**config.mk**
```make
export PLATFORM = sky130hd
export DESIGN_NAME = i2c_master_write_read_core
export DESIGN_NICKNAME = d
export VERILOG_FILES = /design/src/i2cm_pkg.sv /design/src/i2c_master_write_read_core.sv
export VERILOG_INCLUDE_DIRS = /design/src /design/src/src
export SDC_FILE = /design/constraint.sdc
export NUM_CORES = 1
export LEC_CHECK = 0
export BUFFER_PORTS_ARGS = -buffer_cell sky130_fd_sc_hd__buf_2
export CAP_MARGIN = 20
export CORE_MARGIN = 2
export CORE_UTILIZATION = 40
export CTS_CLUSTER_SIZE = 40
export DETAILED_ROUTE_END_ITERATION = 8
export SYNTH_ARGS = -nofsm -noshare
export SYNTH_HDL_FRONTEND = slang
export SYNTH_SLANG_ARGS = --single-unit
```
**constraint.sdc**
```tcl
create_clock -name aclk -period 3.99 [get_ports aclk]
set_input_delay 0.798 -clock aclk [delete_from_list [all_inputs] [get_ports aclk]]
set_output_delay 0.798 -clock aclk [all_outputs]
set_load 0.05 [all_outputs]
```
**src/i2c_master_write_read_core_defines.svh**
```systemverilog
// assertion macros for the i2c master core
`ifndef I2C_MASTER_WRITE_READ_CORE_DEFINES_SVH
`define I2C_MASTER_WRITE_READ_CORE_DEFINES_SVH

// plain check, disabled during reset, clocked on aclk
`define I2CM_ASSERT(lbl, prop, msg) \
    lbl: assert property (@(posedge aclk) disable iff (!aresetn) prop) else $error(msg);

// check that also runs during reset
`define I2CM_ASSERT_ALWAYS(lbl, prop, msg) \
    lbl: assert property (@(posedge aclk) prop) else $error(msg);

`endif

```
**src/i2cm_pkg.sv**
```systemverilog
// shared constants for the i2c master core
package i2cm_pkg;
    localparam int TX_DEPTH_DEF = 16;
    localparam int RX_MAX_DEF   = 255;

    localparam logic [1:0] MODE_TICK  = 2'd0;
    localparam logic [1:0] MODE_BEGIN = 2'd1;
    localparam logic [1:0] MODE_PUSH  = 2'd2;

    localparam logic [1:0] CFG_BIT_PHASE  = 2'd0;
    localparam logic [1:0] CFG_SETUP_HOLD = 2'd1;
    localparam logic [1:0] CFG_ACK_POLL   = 2'd2;

    localparam logic [7:0] BIT_PHASE_RST  = 8'd2;
    localparam logic [7:0] SETUP_HOLD_RST = 8'd4;
    localparam logic [7:0] ACK_POLL_RST   = 8'd250;

    localparam logic [3:0] VOTE_HIGH_MIN = 4'd4;

    localparam logic [1:0] KIND_ADDR_W = 2'd0;
    localparam logic [1:0] KIND_DATA   = 2'd1;
    localparam logic [1:0] KIND_ADDR_R = 2'd2;
endpackage

```
**src/i2c_master_write_read_core.sv**
```systemverilog
// i2c master running one combined write-then-read transaction per begin word
//
//  channel   signals                              role
//  s_        s_valid/s_ready + mode..tx_byte       command, push and tick words
//  m_        m_valid/m_ready + scl_level..count    one result word per input word
//  cfg_      cfg_wr_en/cfg_index/cfg_wdata         timing registers, write only
//
// The sequencer step sits between the input port and the result register, so a
// word is accepted in every cycle that the result register can take it.
// The result register frees the input side: s_ready is high whenever the
// result register is empty or is being taken in the same cycle.
// aresetn is synchronous, active low; the transmit FIFO has no clearing pass.
`include "i2c_master_write_read_core_defines.svh"
module i2c_master_write_read_core #(
    parameter int TX_DEPTH = i2cm_pkg::TX_DEPTH_DEF,
    parameter int RX_MAX   = i2cm_pkg::RX_MAX_DEF
) (
    input  logic       aclk,
    input  logic       aresetn,
    input  logic       cfg_wr_en,
    input  logic [1:0] cfg_index,
    input  logic [7:0] cfg_wdata,
    input  logic       s_valid,
    output logic       s_ready,
    input  logic [1:0] s_mode,
    input  logic [3:0] s_sda_votes,
    input  logic [6:0] s_slave_addr,
    input  logic [4:0] s_write_count,
    input  logic [7:0] s_read_count,
    input  logic [7:0] s_tx_byte,
    output logic       m_valid,
    input  logic       m_ready,
    output logic       m_scl_level,
    output logic       m_sda_level,
    output logic       m_busy_res,
    output logic       m_rx_valid,
    output logic [7:0] m_rx_byte,
    output logic       m_rx_last,
    output logic       m_done_res,
    output logic       m_ack_error,
    output logic [15:0] m_error_count
);
    import i2cm_pkg::*;

    localparam int PTR_W = (TX_DEPTH > 1) ? $clog2(TX_DEPTH) : 1;
    localparam int CNT_W = $clog2(TX_DEPTH + 1);
    localparam int SUM_W = CNT_W + 1;

    typedef enum logic [3:0] {
        PH_IDLE, PH_ST_A, PH_ST_B, PH_ST_C, PH_TX_LO, PH_TX_HI, PH_AK_LO,
        PH_AK_WAIT, PH_LOAD, PH_RX_LO, PH_RX_HI, PH_MA_LO, PH_MA_HI,
        PH_SP_A, PH_SP_B, PH_SP_C
    } phase_t;

    // configuration registers
    logic [7:0] bit_phase_reg, setup_hold_reg, ack_poll_reg;

    // sequencer state
    phase_t         phase_reg, phase_next;
    logic [7:0]     tick_reg, tick_next;
    logic [3:0]     bit_idx_reg, bit_idx_next;
    logic [7:0]     shift_reg, shift_next;
    logic [PTR_W-1:0] head_reg, head_next;
    logic [CNT_W-1:0] count_reg, count_next;
    logic [4:0]     writes_reg, writes_next;
    logic [7:0]     reads_reg, reads_next;
    logic [6:0]     addr_reg, addr_next;
    logic [1:0]     kind_reg, kind_next;
    logic           scl_reg, scl_next, sda_reg, sda_next;
    logic           err_flag_reg, err_flag_next;
    logic [15:0]    err_cnt_reg, err_cnt_next;
    logic           rx_valid_next, rx_last_next, done_next;
    logic [7:0]     rx_byte_next;
    logic           m_valid_reg;

    // transmit fifo
    logic [7:0]       fifo_mem [TX_DEPTH];
    logic [7:0]       fifo_rd_reg;
    logic             fifo_wr;
    logic [PTR_W-1:0] fifo_wr_addr;
    logic [SUM_W-1:0] slot_sum;

    // timing helpers
    logic       in_fire, out_fire, line_high, over_bit, over_setup;
    logic [7:0] tc_inc, shift_in;
    logic [3:0] bit_inc;
    logic [7:0] rc_clamped;

    assign in_fire  = s_valid && s_ready;
    assign out_fire = m_valid_reg && m_ready;
    assign s_ready  = !m_valid_reg || m_ready;
    assign m_valid  = m_valid_reg;

    assign line_high  = s_sda_votes >= VOTE_HIGH_MIN;
    assign tc_inc     = tick_reg + 8'd1;
    assign over_bit   = (tc_inc >= bit_phase_reg) || (tc_inc == 8'd0);
    assign over_setup = (tc_inc >= setup_hold_reg) || (tc_inc == 8'd0);
    assign shift_in   = {shift_reg[6:0], line_high};
    assign bit_inc    = bit_idx_reg + 4'd1;
    assign rc_clamped = ({9'd0, s_read_count} > 17'(RX_MAX)) ? 8'(RX_MAX) : s_read_count;

    // next free fifo slot, wrapped at the depth
    assign slot_sum     = SUM_W'(head_reg) + SUM_W'(count_reg);
    assign fifo_wr_addr = (slot_sum >= SUM_W'(TX_DEPTH)) ?
                          PTR_W'(slot_sum - SUM_W'(TX_DEPTH)) : PTR_W'(slot_sum);
    assign fifo_wr      = in_fire && (s_mode == MODE_PUSH) &&
                          (count_reg < CNT_W'(TX_DEPTH));

    // sequencer step for one word
    always_comb begin
        phase_next    = phase_reg;
        tick_next     = tick_reg;
        bit_idx_next  = bit_idx_reg;
        shift_next    = shift_reg;
        head_next     = head_reg;
        count_next    = count_reg;
        writes_next   = writes_reg;
        reads_next    = reads_reg;
        addr_next     = addr_reg;
        kind_next     = kind_reg;
        scl_next      = scl_reg;
        sda_next      = sda_reg;
        err_flag_next = err_flag_reg;
        err_cnt_next  = err_cnt_reg;
        rx_valid_next = 1'b0;
        rx_byte_next  = 8'd0;
        rx_last_next  = 1'b0;
        done_next     = 1'b0;
        if (in_fire) begin
            unique case (s_mode)
                MODE_BEGIN: begin
                    if (phase_reg == PH_IDLE) begin
                        if (s_write_count == 5'd0) begin
                            done_next = 1'b1;
                        end else begin
                            addr_next   = s_slave_addr;
                            writes_next = s_write_count;
                            reads_next  = rc_clamped;
                            kind_next   = KIND_ADDR_W;
                            shift_next  = {s_slave_addr, 1'b0};
                            phase_next  = PH_ST_A;
                            tick_next   = 8'd0;
                        end
                    end
                end
                MODE_PUSH: begin
                    if (fifo_wr) begin
                        count_next = count_reg + CNT_W'(1);
                    end
                end
                MODE_TICK: begin
                    if (phase_reg != PH_IDLE) begin
                        // bus levels from the phase being left
                        unique case (phase_reg)
                            PH_ST_B:  begin scl_next = 1'b1; sda_next = 1'b0; end
                            PH_ST_C:  begin scl_next = 1'b0; sda_next = 1'b0; end
                            PH_TX_LO: begin scl_next = 1'b0; sda_next = shift_reg[7]; end
                            PH_TX_HI: begin scl_next = 1'b1; sda_next = shift_reg[7]; end
                            PH_AK_LO, PH_LOAD, PH_RX_LO: begin
                                scl_next = 1'b0; sda_next = 1'b1;
                            end
                            PH_MA_LO: begin scl_next = 1'b0; sda_next = !(reads_reg > 8'd1); end
                            PH_MA_HI: begin scl_next = 1'b1; sda_next = !(reads_reg > 8'd1); end
                            PH_SP_A:  begin scl_next = 1'b0; sda_next = 1'b0; end
                            PH_SP_B:  begin scl_next = 1'b1; sda_next = 1'b0; end
                            default:  begin scl_next = 1'b1; sda_next = 1'b1; end
                        endcase
                        // phase counters tick by default
                        tick_next = tc_inc;
                        unique case (phase_reg)
                            PH_ST_A: if (over_setup) begin
                                phase_next = PH_ST_B; tick_next = 8'd0;
                            end
                            PH_ST_B: if (over_setup) begin
                                phase_next = PH_ST_C; tick_next = 8'd0;
                            end
                            PH_ST_C: if (over_bit) begin
                                bit_idx_next = 4'd0; phase_next = PH_TX_LO; tick_next = 8'd0;
                            end
                            PH_TX_LO: if (over_bit) begin
                                phase_next = PH_TX_HI; tick_next = 8'd0;
                            end
                            PH_TX_HI: if (over_bit) begin
                                shift_next   = {shift_reg[6:0], 1'b0};
                                bit_idx_next = bit_inc;
                                phase_next   = (bit_inc >= 4'd8) ? PH_AK_LO : PH_TX_LO;
                                tick_next    = 8'd0;
                            end
                            PH_AK_LO: if (over_bit) begin
                                phase_next = PH_AK_WAIT; tick_next = 8'd0;
                            end
                            PH_AK_WAIT: begin
                                tick_next = 8'd0;
                                if (!line_high) begin
                                    if (kind_reg == KIND_ADDR_R) begin
                                        bit_idx_next = 4'd0;
                                        shift_next   = 8'd0;
                                        phase_next   = PH_RX_LO;
                                    end else if (writes_reg != 5'd0) begin
                                        phase_next = PH_LOAD;
                                    end else if (reads_reg != 8'd0) begin
                                        kind_next  = KIND_ADDR_R;
                                        shift_next = {addr_reg, 1'b1};
                                        phase_next = PH_ST_A;
                                    end else begin
                                        phase_next = PH_SP_A;
                                    end
                                end else if (tick_reg >= ack_poll_reg) begin
                                    // timeout: flag, count, stop and abort
                                    err_flag_next = 1'b1;
                                    if (err_cnt_reg != 16'hFFFF) begin
                                        err_cnt_next = err_cnt_reg + 16'd1;
                                    end
                                    writes_next = 5'd0;
                                    reads_next  = 8'd0;
                                    phase_next  = PH_SP_A;
                                end else begin
                                    tick_next = tc_inc;
                                end
                            end
                            PH_LOAD: begin
                                tick_next = tick_reg;
                                if (count_reg != CNT_W'(0)) begin
                                    shift_next   = fifo_rd_reg;
                                    head_next    = (head_reg == PTR_W'(TX_DEPTH - 1)) ?
                                                   PTR_W'(0) : head_reg + PTR_W'(1);
                                    count_next   = count_reg - CNT_W'(1);
                                    writes_next  = writes_reg - 5'd1;
                                    kind_next    = KIND_DATA;
                                    bit_idx_next = 4'd0;
                                    phase_next   = PH_TX_LO;
                                    tick_next    = 8'd0;
                                end
                            end
                            PH_RX_LO: if (over_bit) begin
                                phase_next = PH_RX_HI; tick_next = 8'd0;
                            end
                            PH_RX_HI: if (over_bit) begin
                                shift_next   = shift_in;
                                bit_idx_next = bit_inc;
                                tick_next    = 8'd0;
                                if (bit_inc >= 4'd8) begin
                                    rx_valid_next = 1'b1;
                                    rx_byte_next  = shift_in;
                                    rx_last_next  = reads_reg <= 8'd1;
                                    phase_next    = PH_MA_LO;
                                end else begin
                                    phase_next = PH_RX_LO;
                                end
                            end
                            PH_MA_LO: if (over_bit) begin
                                phase_next = PH_MA_HI; tick_next = 8'd0;
                            end
                            PH_MA_HI: if (over_bit) begin
                                tick_next = 8'd0;
                                if (reads_reg > 8'd1) begin
                                    reads_next   = reads_reg - 8'd1;
                                    bit_idx_next = 4'd0;
                                    shift_next   = 8'd0;
                                    phase_next   = PH_RX_LO;
                                end else begin
                                    reads_next = 8'd0;
                                    phase_next = PH_SP_A;
                                end
                            end
                            PH_SP_A: if (over_setup) begin
                                phase_next = PH_SP_B; tick_next = 8'd0;
                            end
                            PH_SP_B: if (over_setup) begin
                                phase_next = PH_SP_C; tick_next = 8'd0;
                            end
                            PH_SP_C: if (over_setup) begin
                                done_next = 1'b1; phase_next = PH_IDLE; tick_next = 8'd0;
                            end
                            default: begin
                                phase_next = PH_IDLE; tick_next = 8'd0;
                            end
                        endcase
                    end
                end
                default: begin
                end
            endcase
        end
    end

    // fifo storage with a prefetched head word
    always_ff @(posedge aclk) begin
        if (fifo_wr) begin
            fifo_mem[fifo_wr_addr] <= s_tx_byte;
        end
        if (fifo_wr && (fifo_wr_addr == head_next)) begin
            fifo_rd_reg <= s_tx_byte;
        end else begin
            fifo_rd_reg <= fifo_mem[head_next];
        end
    end

    // configuration registers
    always_ff @(posedge aclk) begin
        if (!aresetn) begin
            bit_phase_reg  <= BIT_PHASE_RST;
            setup_hold_reg <= SETUP_HOLD_RST;
            ack_poll_reg   <= ACK_POLL_RST;
        end else if (cfg_wr_en) begin
            unique case (cfg_index)
                CFG_BIT_PHASE:  bit_phase_reg  <= cfg_wdata;
                CFG_SETUP_HOLD: setup_hold_reg <= cfg_wdata;
                CFG_ACK_POLL:   ack_poll_reg   <= cfg_wdata;
                default: begin
                end
            endcase
        end
    end

    // sequencer state
    always_ff @(posedge aclk) begin
        if (!aresetn) begin
            phase_reg    <= PH_IDLE;
            tick_reg     <= 8'd0;
            bit_idx_reg  <= 4'd0;
            shift_reg    <= 8'd0;
            head_reg     <= '0;
            count_reg    <= '0;
            writes_reg   <= 5'd0;
            reads_reg    <= 8'd0;
            addr_reg     <= 7'd0;
            kind_reg     <= KIND_ADDR_W;
            scl_reg      <= 1'b1;
            sda_reg      <= 1'b1;
            err_flag_reg <= 1'b0;
            err_cnt_reg  <= 16'd0;
        end else begin
            phase_reg    <= phase_next;
            tick_reg     <= tick_next;
            bit_idx_reg  <= bit_idx_next;
            shift_reg    <= shift_next;
            head_reg     <= head_next;
            count_reg    <= count_next;
            writes_reg   <= writes_next;
            reads_reg    <= reads_next;
            addr_reg     <= addr_next;
            kind_reg     <= kind_next;
            scl_reg      <= scl_next;
            sda_reg      <= sda_next;
            err_flag_reg <= err_flag_next;
            err_cnt_reg  <= err_cnt_next;
        end
    end

    // result word register
    always_ff @(posedge aclk) begin
        if (!aresetn) begin
            m_valid_reg <= 1'b0;
        end else if (in_fire) begin
            m_valid_reg <= 1'b1;
        end else if (out_fire) begin
            m_valid_reg <= 1'b0;
        end
    end

    always_ff @(posedge aclk) begin
        if (in_fire) begin
            m_scl_level   <= scl_next;
            m_sda_level   <= sda_next;
            m_busy_res    <= phase_next != PH_IDLE;
            m_rx_valid    <= rx_valid_next;
            m_rx_byte     <= rx_byte_next;
            m_rx_last     <= rx_last_next;
            m_done_res    <= done_next;
            m_ack_error   <= err_flag_next;
            m_error_count <= err_cnt_next;
        end
    end

    // checks
    `I2CM_ASSERT(a_rx_not_done, (m_valid_reg && m_rx_valid) |-> !m_done_res, "rx word marked done")
    `I2CM_ASSERT(a_err_consistent, err_flag_reg == (err_cnt_reg != 16'd0), "error flag and count disagree")
    `I2CM_ASSERT(a_fifo_bound, count_reg <= CNT_W'(TX_DEPTH), "fifo count above depth")
    `I2CM_ASSERT(a_idle_released, (phase_reg == PH_IDLE) |-> (scl_reg && sda_reg), "bus held while idle")
    `I2CM_ASSERT_ALWAYS(a_reset_empty, !aresetn |=> !m_valid_reg, "result word left after reset")
endmodule
```
After elaboration in Yosys (flattened, before gate mapping) --
Memories as Yosys holds them, arrays and structs flattened. A register that Yosys moved wholly into a read port is not among the register bits. Index checks and enable logic that the tools add are counted.
Storage, ports and cells: register bits 130, latch bits 0, memory bits (writable) 128, bits in read-only memories 0, bits of input ports 49, logic and storage cells 273, memories 1
Memory list:
- fifo_mem | words 16, bits a word 8, read ports 1, clocked after Yosys merged registers in 1, wr ports 1, line i2c_master_write_read_core.sv:77 | logic [7:0] fifo_mem [TX_DEPTH];
Operators by class: add/sub/neg operators 10, multipliers 0, divide/modulo/power cells 0, magnitude comparators 9, equality and inequality tests 51, shifts and indexed selects 0, mux-type cells 131, bitwise gates (word level) 1, reductions and logical operators 43
Operators by type and width (number):
- $mux W8 | 27
- $mux W4 | 37
- $mux W16 | 7
- $pmux W8 S2 | 4
- $pmux W4 S15 | 1
- $mux W5 | 10
- $pmux W8 S5 | 1
- $eq A4 B4 Y1 const B | 9
- $ne A3 B3 Y1 const B | 11
- $pmux W8 S4 | 1
- $pmux W5 S2 | 3
- $ge A8 B8 Y1 | 3
- $mux W1 | 23
- $ne A2 B2 Y1 const B | 11
- $reduce_and A11 Y1 | 2
- $mux W2 | 10
- $pmux W4 S5 | 1
- $reduce_and A9 Y1 | 2
- $add A16 B1 Y16 const B | 1
- $eq A4 B3 Y1 const B | 4
- $ne A16 B16 Y1 const B | 1
- $reduce_bool A5 Y1 | 3
- $reduce_and A14 Y1 | 1
- $reduce_and A6 Y1 | 2
- 45 further kinds | 70

Depth between registers and ports, before layout --
Gate-level depths: netlist of the first run.
depth in word-level cells 10, mapped depth 15

Worst setup path after synthesis of the first run --
OpenSTA, ideal clock, no wires.
path kind input to register, start point input port m_ready, end point register m_busy_res (data pin), arrival time 3.603 ns, required time 3.718 ns, slack 0.115 ns, stages on the path 9, path buffers 0, cells stage by stage nand2b_1 > nand2_1 > inv_1 > nand2_1 > or3_1 > a31oi_1 > o21ai_0 > o21a_1 > or4b_1
On the way: cells in the longest elaborated chain, start to end 4
RTL lines:
- start: declaration | line i2c_master_write_read_core.sv:32 | input logic m_ready,
- $logic_or A1 B1 Y1 | line i2c_master_write_read_core.sv:91 | assign s_ready = !m_valid_reg || m_ready;
- $logic_and A1 B1 Y1 | line i2c_master_write_read_core.sv:89 | assign in_fire = s_valid && s_ready;
- named net in_fire | line i2c_master_write_read_core.sv:84 | logic in_fire, out_fire, line_high, over_bit, over_setup;
- $mux W4 | line i2c_master_write_read_core.sv:129 | if (in_fire) begin
- $reduce_bool A4 Y1 | line i2c_master_write_read_core.sv:366 | m_busy_res <= phase_next != PH_IDLE;
- end signal: assignment | line i2c_master_write_read_core.sv:366
- end: declaration | line i2c_master_write_read_core.sv:35 | output logic m_busy_res,
The timed path passes the listed nets, and every way through them passes these cells. A chain may end at the register's enable or synchronous reset.

Worst setup path in the final report of the first run --
start point register tick_reg[2], end point register m_busy_res (data pin)
On the way: cells in the longest elaborated chain, start to end 9, elaborated cells on any way between the ends 27, those cells by class 1 x add/sub; 3 x order compare; 19 x mux; 4 x reduce/logical
RTL lines:
- start: declaration | line i2c_master_write_read_core.sv:60 | logic [7:0] tick_reg, tick_next;
- start signal: assignment | line i2c_master_write_read_core.sv:335 | tick_reg <= tick_next;
- $add A8 B1 Y8 | line i2c_master_write_read_core.sv:95 | assign tc_inc = tick_reg + 8'd1;
- $ge A8 B8 Y1 (tied with other cells) | line i2c_master_write_read_core.sv:97 | assign over_setup = (tc_inc >= setup_hold_reg) || (tc_inc == 8'd0);
- $logic_or A1 B1 Y1, on equally long branches | line i2c_master_write_read_core.sv:97, i2c_master_write_read_core.sv:96
- $mux W4 (tied with other cells) | line i2c_master_write_read_core.sv:272 | PH_SP_C: if (over_setup) begin
- $pmux W4 S15 * | line i2c_master_write_read_core.sv:170 | unique case (phase_reg)
- $mux W4 * | line i2c_master_write_read_core.sv:152 | if (phase_reg != PH_IDLE) begin
- $pmux W4 S2 * | line i2c_master_write_read_core.sv:130 | unique case (s_mode)
- $mux W4 * | line i2c_master_write_read_core.sv:129
- $reduce_bool A4 Y1 * | line i2c_master_write_read_core.sv:366
Every way passes the cells marked *; elsewhere a longest branch is shown, timed or not.

==> results of run 1 <==
[worst register-to-register path, stage by stage (launching register included)]
cell	delay, ns
dfxtp_1	0.56
nand3_4	0.11
o21a_1	0.21
or2_2	0.31
ha_1	0.29
nor2b_1	0.14
o311a_1	0.38
nor3_2	0.43
mux2i_1	0.23
o2111ai_1	0.13
a2bb2oi_1	0.17
or4b_1	0.52
[path summary, 6_finish.rpt]
check,cells past startpoint,endpoint,from,slack (ns)
max,11,m_busy_res,tick_reg[2],0.23
min,2,bit_idx_reg[3],bit_idx_reg[3],0.47
max reg2reg,11,m_busy_res,tick_reg[2],0.23
min reg2reg,2,bit_idx_reg[3],bit_idx_reg[3],0.47
[per-stage QoR]
step           power (uW)  utilization  hold slack, ns
2_1_floorplan        3220            -           0.432
3_3_place_gp         3340        0.435           0.455
3_5_place_dp         3350        0.435           0.459
4_1_cts              6020        0.466           0.468
5_1_grt              6170        0.466           0.479
6_report             5960        0.466           0.467
[layout by cell type, fill, tap and decap left out, types with 19 or more instances in the layout]
cell type    n
nand3_1     28
clkbuf_16   29
o21ai_0     25
buf_2       79
and2_1      32
mux2i_1     25
dfxtp_1    102
edfxtp_1   159
mux4_2      40
ha_1        37
nor2_1     107
xor2_1      19
buf_4       34
nand2_1     86
a21oi_1     61
nor3_1      19
inv_1       39
[per-layer routing]
| layer | wire (um) | share of wire | track usage |
|---|---|---|---|
| met3 | 1570 | 0.056 | 0.0225 |
| met5 | 0 | 0 | 0 |
| met4 | 468 | 0.017 | 0.0427 |
| met1 | 12600 | 0.45 | 0.246 |
| met2 | 13400 | 0.48 | 0.291 |
[logic make-up (layout without fill, tap and decap cells)]
family,after synthesis,count (layout)
AO/OA/AOI/OAI,195,195
XOR/XNOR,36,36
adder cells (fa/ha/maj),39,39
buffers and inverters,91,207
flip-flops,262,262
multiplexers,70,70
AND/OR/NAND/NOR,350,350
[synth_stat cells, types with 9 or more instances]
master / number
edfxtp_1: 159
a22oi_1: 9
o211ai_1: 14
nand2_1: 86
nand3_1: 28
buf_2: 10
dfxtp_1: 103
o21ai_0: 25
a21o_1: 9
xor2_1: 19
nor4_1: 15
nor3_1: 19
mux2i_1: 25
xnor2_1: 16
ha_1: 37
a21oi_1: 61
and2_1: 32
mux4_2: 40
nor2_1: 108
clkbuf_1: 35
a211oi_1: 9
inv_1: 39
a31oi_1: 9
nand2b_1: 12
[final cells by class]
| type | count | share of cell area |
|---|---|---|
| Clock buffer | 41 | 0.0566 |
| Clock inverter | 13 | 0.0108 |
| Inverter | 40 | 0.0106 |
| Multi-Input combinational cell | 690 | 0.358 |
| Sequential cell | 262 | 0.483 |
| Tap cell | 396 | 0.0350 |
| Timing Repair Buffer | 113 | 0.0460 |
[where the power goes]
group          switching (uW)  total (uW)  internal, uW
clock                    1070        2670          1590
sequential               21.9        2930          2910
combinational             246         361           115
==> out/metrics.cfg, run 1 <==
[outcome]
outcome=completed

[flow_run]
maxCapViolCount=0

[timing]
setup_ws_ns=0.234
fin_crit_sh=0.941
setup_tns_ns=0
fmax_mhz=266
max_slew.worst_pin.slew_ns=0.970
hold_viol_final=0
fin_crit_ns=3.76
slew_viol_final=0
skew_ns=0.0145
maxSlewHeadroom=0.351
setup_viol=0
rsz0062_at_grt=false

[yosys]
synthMuxAreaShare=0.0985
ys_ff_latch=262
synth_top_area_frac=0.389
yosysUniqueCellTypes=74
synth_area_leaders=edfxtp_1, dfxtp_1, mux4_2
synth-compound-area-share=0.107
yosys.area_share.simple=0.140
mappedNetlistArea_sq_um=12300
avgSynthCellArea_sq_um=11.8
synth_top_flop_cell=edfxtp_1
synth_edf_count=159
syn-num-nets=1131
ys_seq_area_frac=0.558
netlist_instances=1043
synth_top_cell_by_area=edfxtp_1
synth_top_family_by_area=simple AND/OR/NAND/NOR gates
synth-async-reset-ratio=0
yosysWarningCount=0
synthAdderAreaFrac=0.0410
synthXorXnorAreaFrac=0.0263

[detailed_routing]
wl_per_cell_um=18.0
drt_iter0_markers=688
wl_um=28000
drt_pass1_iterations=5
drc_errors=0
viasPerCell=5.35
vias=8313
antenna_left=0

[worst_setup_path]
crit_chain=nand3_4 -> o21a_1 -> or2_2 -> ha_1 -> nor2b_1 -> o311a_1 -> nor3_2 -> mux2i_1 -> o2111ai_1 -> a2bb2oi_1 -> or4b_1
critPathBufInv=0
crit_path_start_kind=flip-flop
critPathKind=flip-flop to flip-flop
crit_required_ns=4.27
slowest_stage=dfxtp_1
slowest_delay_ns=0.56
endpoint_kind=flip-flop
cp_top_family=simple AND/OR/NAND/NOR gates
critical_path_arrival_ns=4.04
crit_path_max_fanout=10

[clock_network]
cts.sinks=262
clock-root-buffer=clkbuf_16
ctsHtreeMaxLevel=1
clk_transition_reported_paths_ns=0.06
clock_tree.buffer_depth=3
numCtsBuffers=29
clk-insertion-delay-late_ns=0.55
ctsResizeCount=0
post_cts_buffers=0
cts_tree=yes
cts_hold_buf=0

[die]
rows=64
fp.dieH_um=179
initial_core_util=0.404
core_area_sq_um=30300
die-area_sq_um=32100
fp.dieW_um=179
ios=82

[finish]
seq_area_sq_um=6840
fin_area_sq_um=14100
drive_gt1_frac=0.194
multi_input_area_sq_um=5060
diodes=0
nFillCells=2722
fin_cells=1555
largest_register_ffs=128
syn_to_final_growth_pct=15.4
nNetsFinal=1224

[place]
globalplace.congestion=0.842
pre_cts_slack_ns=0.229
place_area_sq_um=13200
numPlacedInstances=1501
numPortBuffers=79
dpl.hpwl_um=19200

[global_route]
grt_max_degree=44
antenna_found_initial=0
grt_overflow=0
grt_pass1_vias=7952
grt_usage=0.176
grt_pass1_wl_um=43900

[power]
p_leak_uw=0.00533
cellPowerDensity_nw_per_um2=421
ir_drop_uv=368

[min_path]
hold_class=flip-flop to flip-flop

(Power assumes the default switching activity.)
==> run 2, diff against run 1 <==
--- a/config.mk
+++ b/config.mk
@@ -9,9 +9,10 @@
 export BUFFER_PORTS_ARGS = -buffer_cell sky130_fd_sc_hd__buf_2
 export CAP_MARGIN = 20
 export CORE_MARGIN = 2
-export CORE_UTILIZATION = 40
+export CORE_UTILIZATION = 57
 export CTS_CLUSTER_SIZE = 40
 export DETAILED_ROUTE_END_ITERATION = 8
+export PLACE_DENSITY = 0.76
 export SYNTH_ARGS = -nofsm -noshare
 export SYNTH_HDL_FRONTEND = slang
 export SYNTH_SLANG_ARGS = --single-unit
==> out/metrics.cfg, run 2 (same netlist as run 1, synthesis figures left out) <==
[die]
initial_core_util=0.581  ; +0.177
fp.dieH_um=151  ; -16%
die-area_sq_um=22700  ; -29%
core_area_sq_um=21100  ; -31%
fp.dieW_um=151  ; -16%
ios=82  ; unchanged
rows=53  ; -17%

[worst_setup_path]
critPathBufInv=0  ; unchanged
slowest_stage=dfxtp_1
crit_path_max_fanout=10  ; unchanged
crit_path_start_kind=flip-flop
critPathKind=flip-flop to flip-flop
endpoint_kind=flip-flop
cp_top_family=simple AND/OR/NAND/NOR gates
slowest_delay_ns=0.59  ; +0.03 ns
crit_chain=nand3_4 -> o21a_1 -> or2_2 -> ha_1 -> nor2b_1 -> o311a_1 -> nor3_4 -> mux2i_1 -> o2111ai_1 -> a2bb2oi_1 -> or4b_1
critical_path_arrival_ns=4.05  ; about the same
crit_required_ns=4.26  ; about the same

[detailed_routing]
drc_errors=0  ; unchanged
drt_iter0_markers=588  ; -15%
drt_pass1_iterations=5  ; unchanged
wl_um=27900  ; -0.69%
wl_per_cell_um=19.5  ; +8.3%
viasPerCell=6.03  ; +13%
antenna_left=0  ; unchanged
vias=8596  ; +3.4%

[power]
ir_drop_uv=559  ; +52%
pwr-share-seq=0.498  ; +0.006
pwr-share-clk=0.441  ; -0.007
p_sw_frac=0.227  ; +0.00160
p_switching_uw=1330  ; -0.62%
internal-power_uw=4550  ; -1.5%
p_leak_uw=0.00529  ; -0.76%
p_comb_frac=0.061  ; about the same
report.power.total_uw=5880  ; -1.3%
cellPowerDensity_nw_per_um2=422  ; +0.13%

[place]
numPlacedInstances=1371  ; -8.7%
numPortBuffers=79  ; unchanged
dpl.hpwl_um=19200  ; about the same
globalplace.congestion=0.987  ; +17%

[finish]
drive_gt1_frac=0.193  ; -0.00162
final_util=0.661  ; +0.195
final_common_cell=edfxtp_1
final_cell_mix=edfxtp_1, nor2_1, dfxtp_1
nNetsFinal=1214  ; -0.82%
nFillCells=1536  ; -44%
largest_register_ffs=128  ; unchanged
fin_cells=1426  ; -8.3%
syn_to_final_growth_pct=13.7

[clock_network]
cts.sinks=262  ; unchanged
ctsResizeCount=0  ; unchanged
numCtsBuffers=28  ; -3.4%
clock_tree.buffer_depth=3  ; unchanged
cts_tree=yes
clock-root-buffer=clkbuf_16
clk-insertion-delay-late_ns=0.54  ; about the same
ctsHtreeMaxLevel=1  ; unchanged
cts_hold_buf=0  ; unchanged
clk_transition_reported_paths_ns=0.06  ; about the same
post_cts_buffers=0  ; unchanged

[timing]
max_slew.worst_pin.slew_ns=1.05  ; +0.0812 ns
hold_viol_final=0  ; unchanged
rsz0062_at_grt=false
slew_viol_final=0  ; unchanged
fmax_mhz=265  ; -0.57%
skew_ns=0.0121  ; -0.00242 ns
fin_crit_sh=0.947  ; +0.00537
setup_tns_ns=0  ; unchanged
fin_crit_ns=3.78  ; +0.0214 ns
setup_viol=0  ; unchanged
maxSlewHeadroom=0.299  ; -0.0518

[global_route]
grt_overflow=0  ; unchanged
grt_max_degree=55  ; +25%
grt_pass1_wl_um=44400  ; +0.94%
grt_usage=0.251  ; +0.0750
grt_pass1_vias=8320  ; +4.6%
antenna_found_initial=3  ; +3

[min_path]
hold_class=flip-flop to flip-flop

[flow_run]
maxCapViolCount=0  ; unchanged

[outcome]
outcome=completed

==> run 2: power by group through the flow <==
stage	Clock (uW)	Combinational, uW	Sequential [uW]
2_1_floorplan	0	184	3040
3_3_place_gp	0	347	2990
3_5_place_dp	0	352	2990
4_1_cts	2630	355	2930
5_1_grt	2730	389	2930
6_report	2590	356	2930
==> run 2: final timing paths <==
path,slack (ns),from,endpoint,cells after the start
setup / recovery,0.21,tick_reg[2],m_busy_res,11
hold / removal,0.46,ack_poll_reg[2],ack_poll_reg[2],2
setup reg to reg,0.21,tick_reg[2],m_busy_res,11
hold reg to reg,0.46,ack_poll_reg[2],ack_poll_reg[2],2
==> run 2: area by class of cell <==
class                   count  area (sq um)  share of cell area
inverters                  40           150              0.0108
clock buffers              30           729              0.0523
well taps                 275           344              0.0247
repair buffers            104           596              0.0427
diodes                      3          7.51            0.000538
flip-flops and latches    262          6840               0.490
clock inverters            22           206              0.0148
multi-input cells         690          5070               0.364
==> run 2: per-layer routing <==
layer,vias up,wire [um],track usage
li1,4041,-,-
met1,4161,11600,0.339
met2,338,13700,0.419
met3,56,1850,0.0370
met4,0,788,0.0860
met5,-,0,0
==> run 2: worst register-to-register path: stages, from the launching register on <==
cell	delay, ns
dfxtp_1	0.59
nand3_4	0.11
o21a_1	0.22
or2_2	0.31
ha_1	0.29
nor2b_1	0.14
o311a_1	0.39
nor3_4	0.37
mux2i_1	0.25
o2111ai_1	0.14
a2bb2oi_1	0.17
or4b_1	0.54
==> run 2: per-stage QoR <==
step | instance area (sq um) | worst slack (ns) | hold WS, ns
final | 13900 | 0.213 | 0.463
after global routing | 13900 | 0.00773 | 0.489
after CTS | 13900 | 0.119 | 0.465
after detailed placement | 13000 | 0.158 | 0.457
after global placement | 13000 | 0.241 | 0.443
after floorplan | 12300 | 0.115 | 0.432
